**src/rtl/core/vfts_blend.sv**
```systemverilog
`timescale 1ns / 1ps
module vfts_blend #(
    parameter int VALUE_BITS = 32,
    parameter int FRAC_BITS  = 8
) (
    input  logic signed [VALUE_BITS-1:0] i_v1,
    input  logic signed [VALUE_BITS-1:0] i_v2,
    input  logic signed [FRAC_BITS:0]    i_f,
    output logic signed [VALUE_BITS-1:0] o_r
);
    localparam int NW = VALUE_BITS + FRAC_BITS + 3;
    localparam int QW = NW - FRAC_BITS;

    logic signed [VALUE_BITS:0] diff;
    logic signed [NW-1:0]       prod;
    logic signed [NW-1:0]       num;
    logic signed [NW-1:0]       biased;
    logic signed [QW-1:0]       quo;
    logic signed [QW-1:0]       vmax;
    logic signed [QW-1:0]       vmin;

    always_comb begin
        diff   = (VALUE_BITS+1)'(i_v2) - (VALUE_BITS+1)'(i_v1);
        prod   = NW'(diff) * NW'(i_f);
        num    = (NW'(i_v1) <<< FRAC_BITS) + prod;
        // truncate toward zero
        biased = num + (num[NW-1] ? NW'((1 << FRAC_BITS) - 1) : NW'(0));
        quo    = QW'(biased >>> FRAC_BITS);
        vmax   = QW'({1'b0, {(VALUE_BITS-1){1'b1}}});
        vmin   = -vmax - QW'(1);
        if (quo > vmax) begin
            o_r = vmax[VALUE_BITS-1:0];
        end else if (quo < vmin) begin
            o_r = vmin[VALUE_BITS-1:0];
        end else begin
            o_r = quo[VALUE_BITS-1:0];
        end
    end
endmodule

```
**config.mk**
```make
export PLATFORM = sky130hd
export DESIGN_NAME = vfts_blend
export DESIGN_NICKNAME = d
export VERILOG_FILES = /design/src/rtl/core/vfts_blend.sv
export SDC_FILE = /design/constraint.sdc
export NUM_CORES = 1
export LEC_CHECK = 0
export BUFFER_PORTS_ARGS = -buffer_cell sky130_fd_sc_hd__buf_2
export CAP_MARGIN = 20
export CORE_MARGIN = 4
export CORE_UTILIZATION = 35
export DETAILED_ROUTE_END_ITERATION = 8
export PLACE_DENSITY = 0.63
export SLEW_MARGIN = 40
export SYNTH_ARGS = -nofsm -noshare
export SYNTH_HDL_FRONTEND = slang
export SYNTH_SLANG_ARGS = --single-unit
```
**constraint.sdc**
```tcl
create_clock -name vclk -period 31.5
set_input_delay 1.575 -clock vclk [all_inputs]
set_output_delay 1.575 -clock vclk [all_outputs]
set_load 0.01 [all_outputs]
```
Word-level counts from Yosys, hierarchy flattened
Index checks and enable logic that the tools add are counted.

word-level totals
  register bits after elaboration = 0
  output and inout port bits = 32
  logic and storage cells = 9

operators by class
  $add $sub $neg = 3
  multiply operators = 1
  $lt $le $gt $ge = 2
  muxes and demuxes = 3

operators with widths
  cell                    count
  $mux W32                2
  $add A40 B42 Y43        1
  $add A43 B9 Y43         1
  $mul A33 B9 Y42         1
  $gt A35 B32 Y1 const B  1
  $lt A35 B32 Y1 const B  1
  $sub A32 B32 Y33        1
  $mux W8                 1

Longest topological paths before layout
Gate-level depths: netlist (run 1).

  depth after elaboration = 8
  depth in mapped cells = 44
  gate-level depth less buffers = 42

Worst setup path before layout (run 1)
No wires, ideal clock.

  path kind = in2out
  start = in i_v2[0]
  end = out o_r[11]
  arrival time = 10786 ps
  required time = 29925 ps
  slack = 19139 ps
  cell stages on the path = 41
  path buffers = 1
  cell sequence = inv_1 ha_1 fa_1 nor2b_1 o21ai_0 a21boi_1 o21a_1 o211a_1 a31oi_1 o31ai_1 o21a_1 a31oi_1 xnor2_1 nand2_1 fa_1 inv_1 fa_1 fa_1 (+5 left out) a21o_1 o21bai_1 a311oi_1 a211oi_1 a21oi_1 nand3_1 ha_1 nand4_1 nor2_1 o21a_1 a211oi_1 a31oi_2 nand4b_4 nor4_4 a41oi_1 o21a_1 buf_6 o31ai_2

between the ends
  longest elaborated chain between the ends = 8
  elaborated cells between the ends (all ways) = 9

ends and longest elaborated chain
  element             line  text
  start: declaration  7     input logic signed [VALUE_BITS-1:0] i_v2,
  $sub A32 B32 Y33 *  23    diff = (VALUE_BITS+1)'(i_v2) - (VALUE_BITS+1)'(i_v1);
  $mul A33 B9 Y42 *   24    prod = NW'(diff) * NW'(i_f);
  $add A40 B42 Y43 *  25    num = (NW'(i_v1) <<< FRAC_BITS) + prod;
  $mux W8             27    biased = num + (num[NW-1] ? NW'((1 << FRAC_BITS) - 1) : NW'(0));
  $add A43 B9 Y43 *   27
  $lt A35 B32 Y1      33    end else if (quo < vmin) begin
  $mux W32            33
  $mux W32 *          31    if (quo > vmax) begin
  end: declaration    9     output logic signed [VALUE_BITS-1:0] o_r

Every way passes the cells marked *; elsewhere a longest branch is shown, timed or not.

Worst setup path in the final report (run 1)
  start = in i_v1[1]
  end = out o_r[18]

between the ends
  longest elaborated chain between the ends = 8
  elaborated cells between the ends (all ways) = 9

ends and longest elaborated chain
  element             line  text
  start: declaration  6     input logic signed [VALUE_BITS-1:0] i_v1,
  $sub A32 B32 Y33    23
  $mul A33 B9 Y42     24
  $add A40 B42 Y43 *  25
  $mux W8             27
  $add A43 B9 Y43 *   27
  $lt A35 B32 Y1      33
  $mux W32            33
  $mux W32 *          31

Marked as above.

==> metrics.csv, run 1 <==
stage,metric,value,unit
run_status,status,"finished, final reports clean",
sta,final setup violation count,0,
global_route,grt met1 use,0.266,
sta,RSZ-0062 raised after global routing,no,
worst_setup_path,Slowest cell on crit path,fa_1,
sta,final hold viol count,0,
floorplanning,core area,40000,sq um
detailed_routing,WL/cell,16.6,microns
worst_setup_path,CP Capture Type,output pin,
place,IO buf count,105,
finish,Area Growth Syn to Fin,7.55,%
synthesis,syn nets,2244,
global_route,vias in the first global route,12300,
sta,"Worst Setup Slack, final",17240,ps
clocking,postcts setup bufs,0,
global_route,initial antenna violation count,0,
synthesis,"Distinct cells, synth",77,
global_route,first-pass GRT wire length,65.1,mm
place,DP Worst Slack,17240,ps
sta,Slew Limit Headroom,0.433,
global_route,met3 Use GR,0.0212,
detailed_routing,detailed-router iteration count before antenna repair,5,
worst_setup_path,Worst Path Arrival,12690,ps
sta,Min Hold Slack,4400,ps
sta,crit path time final,14260,ps
finish,ANT cells,0,
clocking,"Hold-fix buffers, CTS",0,
worst_setup_path,critical path class,in2out,
finish,clk_buf instances,0,
synthesis,mean post-synth cell area,8.02,sq um
finish,register area,0,sq um
sta,Final Cycle Share,0.453,
global_route,Overall Global Routing Usage,0.176,
detailed_routing,# DRC,0,
floorplanning,die span in y,210,microns
place,post-DP HPWL,33.3,mm
detailed_routing,routed vias/inst,5.22,
sta,measured slew at the worst slew-check pin,848,ps
sta,Max Slew Vio Count,0,
worst_setup_path,Worst path max stage delay,550,ps
floorplanning,Die ar.,44000,sq um
global_route,maximum number of pins on one net before global-route repair,35,
place,RePlAce Congestion,0.890,
synthesis,post-synthesis sequential area ratio,0,
detailed_routing,Initial DRC Count,669,
detailed_routing,final WL,39.1,mm
floorplanning,die width,210,microns
finish,share of cells above drive strength 1,0.0875,
sta,setup tns final,0,ps
global_route,met2 usage,0.281,
worst_setup_path,CP required,29930,ps
detailed_routing,post-route ant nets,0,
floorplanning,Initial Utilization,0.356,
worst_hold_path,worst hold path class,in2out,
synthesis,Post-Synthesis Cells,1775,
finish,Seq Cell Count,0,
global_route,grt total ovfl,0,
finish,"commonest cells after routing, fill and taps aside","inv_1 (340), fa_1 (275), nand2_1 (226)",
floorplanning,num rows,73,
finish,layout net count,2299,
sta,Max Clock Freq,70.1,MHz
floorplanning,I/O Pins,105,
global_route,busiest grt layer,met2,
finish,# fillers,4153,
detailed_routing,via count,12300,
worst_setup_path,CP max FO,30,
worst_setup_path,Worst Setup Start Kind,primary input,
finish,"commonest non-fill, non-tap cell in the layout",inv_1,
synthesis,Ys Warns,0,
job,max-cap viol count,0,
clocking,post_cts resized,0,
worst_setup_path,crit-path most repeated cell,fa_1,
synthesis,synthesized area,14200,sq um
-- metal layers --
layer	vias up	routed length, microns
met5	-	0
met4	0	489
met3	36	2670
met2	433	17500
met1	5989	18400
li1	5822	-
-- synth_stat cells, types with 6 or more instances --
library cell / number / area share
and4_1: 6 / 0.0037
fa_1: 275 / 0.39
clkbuf_1: 41 / 0.011
inv_1: 340 / 0.090
nand2b_1: 12 / 0.0053
o31ai_1: 6 / 0.0032
o21a_1: 15 / 0.0079
a2111oi_0: 6 / 0.0037
nand3_1: 36 / 0.013
xor2_1: 18 / 0.011
nor2_1: 108 / 0.028
o21ai_1: 35 / 0.012
nand2_1: 226 / 0.060
nor3_1: 31 / 0.011
xnor2_1: 53 / 0.033
nor4_1: 7 / 0.0031
nand4_1: 17 / 0.0075
a211o_1: 6 / 0.0037
buf_2: 15 / 0.0053
nor2b_1: 20 / 0.0088
a21o_1: 32 / 0.017
o21bai_1: 6 / 0.0032
a21oi_1: 64 / 0.022
and3_1: 17 / 0.0075
o211ai_1: 10 / 0.0053
o21ai_0: 41 / 0.014
or3_1: 22 / 0.0097
and2_1: 79 / 0.035
a31oi_1: 10 / 0.0044
a211oi_1: 14 / 0.0074
ha_1: 121 / 0.11
-- cell type report --
| type | instances | area, sq um | share of cell area |
|---|---|---|---|
| multi-input cells | 1376 | 12800 | 0.837 |
| inverters | 342 | 1280 | 0.0838 |
| well taps | 525 | 657 | 0.0429 |
| repair buffers | 110 | 563 | 0.0368 |
-- critical path, delay by kind of cell --
family / cells / cell delay [ps]
AOI/OAI and AO/OA: 18 / 4510
xor gates and xnor gates: 1 / 380
adders and majority gates: 8 / 3640
buffers and inverters: 7 / 780
and+or+nand+nor: 8 / 1820
-- kinds of logic (layout without fill, tap and decap cells) --
family	count (synthesis)	in the layout	share of synthesized area
AO/OA/AOI/OAI	303	303	0.147
buffers and inverters	399	452	0.107
multiplexers	4	4	0.00290
AND/OR/NAND/NOR	602	602	0.207
adder cells (fa/ha/maj)	396	396	0.493
XOR/XNOR	71	71	0.0437
-- worst paths after layout --
check,startpoint,to,slack (ps),depth (start not counted)
worst max-delay path,i_v1[1],o_r[18],17240,42
worst min-delay path,i_v1[3],o_r[5],4400,8
-- stage by stage --
step                cell area, sq um  cells  utilization
CTS                            15200   2353        0.381
floorplan                      14200   1775            -
global placement               15200   2353        0.380
detailed placement             15200   2353        0.381
finish                         15300   2353        0.383
global route                   15300   2353        0.383
Power of run 1 is not shown: default switching activity piles up to over one toggle a cycle in this logic, so the estimate is an artifact.
==> inputs of run 2 (changes only) <==
--- a/config.mk
+++ b/config.mk
@@ -5,12 +5,13 @@
 export SDC_FILE = /design/constraint.sdc
 export NUM_CORES = 1
 export LEC_CHECK = 0
+export ABC_AREA = 1
 export BUFFER_PORTS_ARGS = -buffer_cell sky130_fd_sc_hd__buf_2
 export CAP_MARGIN = 20
 export CORE_MARGIN = 4
 export CORE_UTILIZATION = 35
 export DETAILED_ROUTE_END_ITERATION = 8
-export PLACE_DENSITY = 0.63
+export PLACE_DENSITY = 0.65
 export SLEW_MARGIN = 40
 export SYNTH_ARGS = -nofsm -noshare
 export SYNTH_HDL_FRONTEND = slang
==> constraint.sdc (replaced) <==
create_clock -name vclk -period 12.9
set_input_delay 0.645 -clock vclk [all_inputs]
set_output_delay 0.645 -clock vclk [all_outputs]
set_load 0.01 [all_outputs]
==> metrics.csv, run 2 <==
stage,metric,value,unit,change
detailed_routing,post-route ant nets,0,,unchanged
floorplanning,I/O Pins,105,,unchanged
sta,Slew Limit Headroom,0.399,,-0.0340
worst_setup_path,CP Capture Type,output pin,,
worst_setup_path,critical path class,in2out,,
worst_setup_path,Worst path max stage delay,760,ps,+210 ps
finish,ANT cells,0,,unchanged
floorplanning,die span in y,217,microns,+3.5%
worst_hold_path,hold worst-path end,o_r[7],,
clocking,"Hold-fix buffers, CTS",0,,unchanged
synthesis,syn nets,2727,,+22%
worst_hold_path,worst hold path startpoint,i_v1[5],,
floorplanning,Die ar.,47100,sq um,+7.0%
finish,# fillers,4720,,+14%
worst_setup_path,CP max FO,31,,+3.3%
detailed_routing,sum of routed wire segments on met1,19.4,mm,+5.2%
run_status,status,"finished, final reports clean",,
synthesis,synth top area cells,"fa_1 (36%), nand2_1 (14%), inv_1 (13%)",,
synthesis,synthesized area,15300,sq um,+7.3%
finish,register area,0,sq um,unchanged
detailed_routing,detailed-router iteration count before antenna repair,6,,+1
finish,Area Growth Syn to Fin,7.31,%,
worst_hold_path,hold path depth,10,,+2
sta,final setup violation count,0,,unchanged
worst_setup_path,Worst Setup Start Kind,primary input,,
finish,share of cells above drive strength 1,0.0889,,+0.00135
synthesis,most frequent cell after synthesis,nand2_1,,
detailed_routing,Initial DRC Count,827,,+24%
global_route,grt total ovfl,0,,unchanged
clocking,post_cts resized,0,,unchanged
synthesis,Post-Synthesis Cells,2258,,+27%
worst_setup_path,Worst Path Arrival,11050,ps,-1640 ps
detailed_routing,WL/cell,15.5,microns,-6.5%
finish,multi-input logic area,13000,sq um,+1.6%
detailed_routing,via count,14100,,+15%
finish,"commonest cells after routing, fill and taps aside","nand2_1 (564), inv_1 (543), fa_1 (275)",,
sta,RSZ-0062 raised after global routing,no,,
sta,Max Slew Vio Count,0,,unchanged
sta,crit path time final,11700,ps,
finish,"commonest non-fill, non-tap cell in the layout",nand2_1,,
sta,Max Clock Freq,85.5,MHz,
floorplanning,Initial Utilization,0.354,,-0.00193
floorplanning,core area,43200,sq um,+7.9%
job,max-cap viol count,0,,unchanged
sta,Final Cycle Share,0.907,,
place,IO buf count,105,,unchanged
finish,Seq Cell Count,0,,unchanged
finish,layout net count,2800,,+22%
synthesis,Commonest cells post-synth,"nand2_1 (564), inv_1 (543), fa_1 (275)",,
detailed_routing,# DRC,0,,unchanged
synthesis,top cell type's share of synthesized area,0.360,,-0.0264
worst_setup_path,CP required,12260,ps,"-17,670 ps"
place,post-DP HPWL,39.9,mm,+20%
global_route,first-pass GRT wire length,75.0,mm,+15%
sta,measured slew at the worst slew-check pin,895,ps,+47.4 ps
sta,setup tns final,0,ps,unchanged
place,RePlAce Congestion,0.930,,+4.5%
synthesis,mean post-synth cell area,6.77,sq um,-16%
detailed_routing,final WL,45.3,mm,+16%
worst_setup_path,Slowest cell on crit path,fa_1,,
worst_setup_path,"Buf+Inv Stages, Crit Path",5,,-2
sta,final hold viol count,0,,unchanged
detailed_routing,WL met2,22.4,mm,+28%
detailed_routing,DR top layer,met4,,
detailed_routing,routed vias/inst,4.84,,-7.3%
floorplanning,die width,217,microns,+3.5%
clocking,postcts setup bufs,0,,unchanged
synthesis,post-synthesis sequential area ratio,0,,unchanged
synthesis,Synth area leader,fa_1,,
worst_hold_path,worst hold path class,in2out,,
synthesis,"Distinct cells, synth",55,,-29%
finish,clk_buf instances,0,,unchanged
global_route,maximum number of pins on one net before global-route repair,34,,-2.9%
global_route,vias in the first global route,14600,,+18%
global_route,Overall Global Routing Usage,0.193,,+0.0171
floorplanning,num rows,76,,+4.1%
detailed_routing,metal3 WL,2.93,mm,+9.8%
worst_setup_path,Critical Path Stages,40,,-4.8%
global_route,initial antenna violation count,0,,unchanged
worst_setup_path,"delay-heaviest family, CP",adder cells,,
synthesis,Ys Warns,0,,unchanged
worst_setup_path,crit-path most repeated cell,nand2_1,,
==> run 2: cell count changes in the layout (fill, tap and decap cells not counted), sizes merged, moves of 29 or more <==
| cell | previous run | this run |
|---|---|---|
| nand2 | 226 | 616 |
| inv | 341 | 552 |
| nor2 | 108 | 266 |
| and2 | 80 | 2 |
| nand3 | 36 | 82 |
| o21ai | 77 | 42 |
| xor2 | 18 | 47 |
==> run 2: worst max-delay path by stage <==
| stage | start | endpoint | slack (ps) |
|---|---|---|---|
| 2_1_floorplan | i_v2[0] | o_r[23] | 3550 |
| 3_3_place_gp | i_v1[0] | o_r[1] | 1250 |
| 3_5_place_dp | i_v1[0] | o_r[28] | 1320 |
| 4_1_cts | i_v1[0] | o_r[28] | 1290 |
| 5_1_grt | i_v1[0] | o_r[8] | 390 |
| 6_report | i_v1[0] | o_r[28] | 1200 |
==> run 2: layer usage <==
metal,track usage,up-vias
li1,-,6818
met5,0,-
met1,0.255,6733
met4,0.0201,0
met3,0.0202,47
met2,0.355,502
==> run 2: stage by stage <==
step           hold slack (ps)  setup slack (ps)  instances  area [sq um]  utilization
2_1_floorplan             2010              3550       2258         15300            -
3_3_place_gp              2600              1250       2914         16300        0.379
3_5_place_dp              2590              1320       2914         16400        0.379
4_1_cts                   2590              1290       2914         16400        0.379
5_1_grt                   2670               394       2914         16400        0.380
6_report                  2560              1200       2914         16400        0.380
==> run 2: layout make-up <==
type	instances	share of cell area
timing repair buffer	109	0.0339
multi-input combinational	1663	0.794
inverter	557	0.128
tap	585	0.0446
==> run 2: cells by family after synthesis <==
family / count (synthesis) / share of synthesized area
compound gates: 158 / 0.0592
xor+xnor: 76 / 0.0440
fa+ha+maj: 396 / 0.459
buf+inv: 595 / 0.152
simple gates: 1033 / 0.286
Power of run 2 is left out for the same reason.
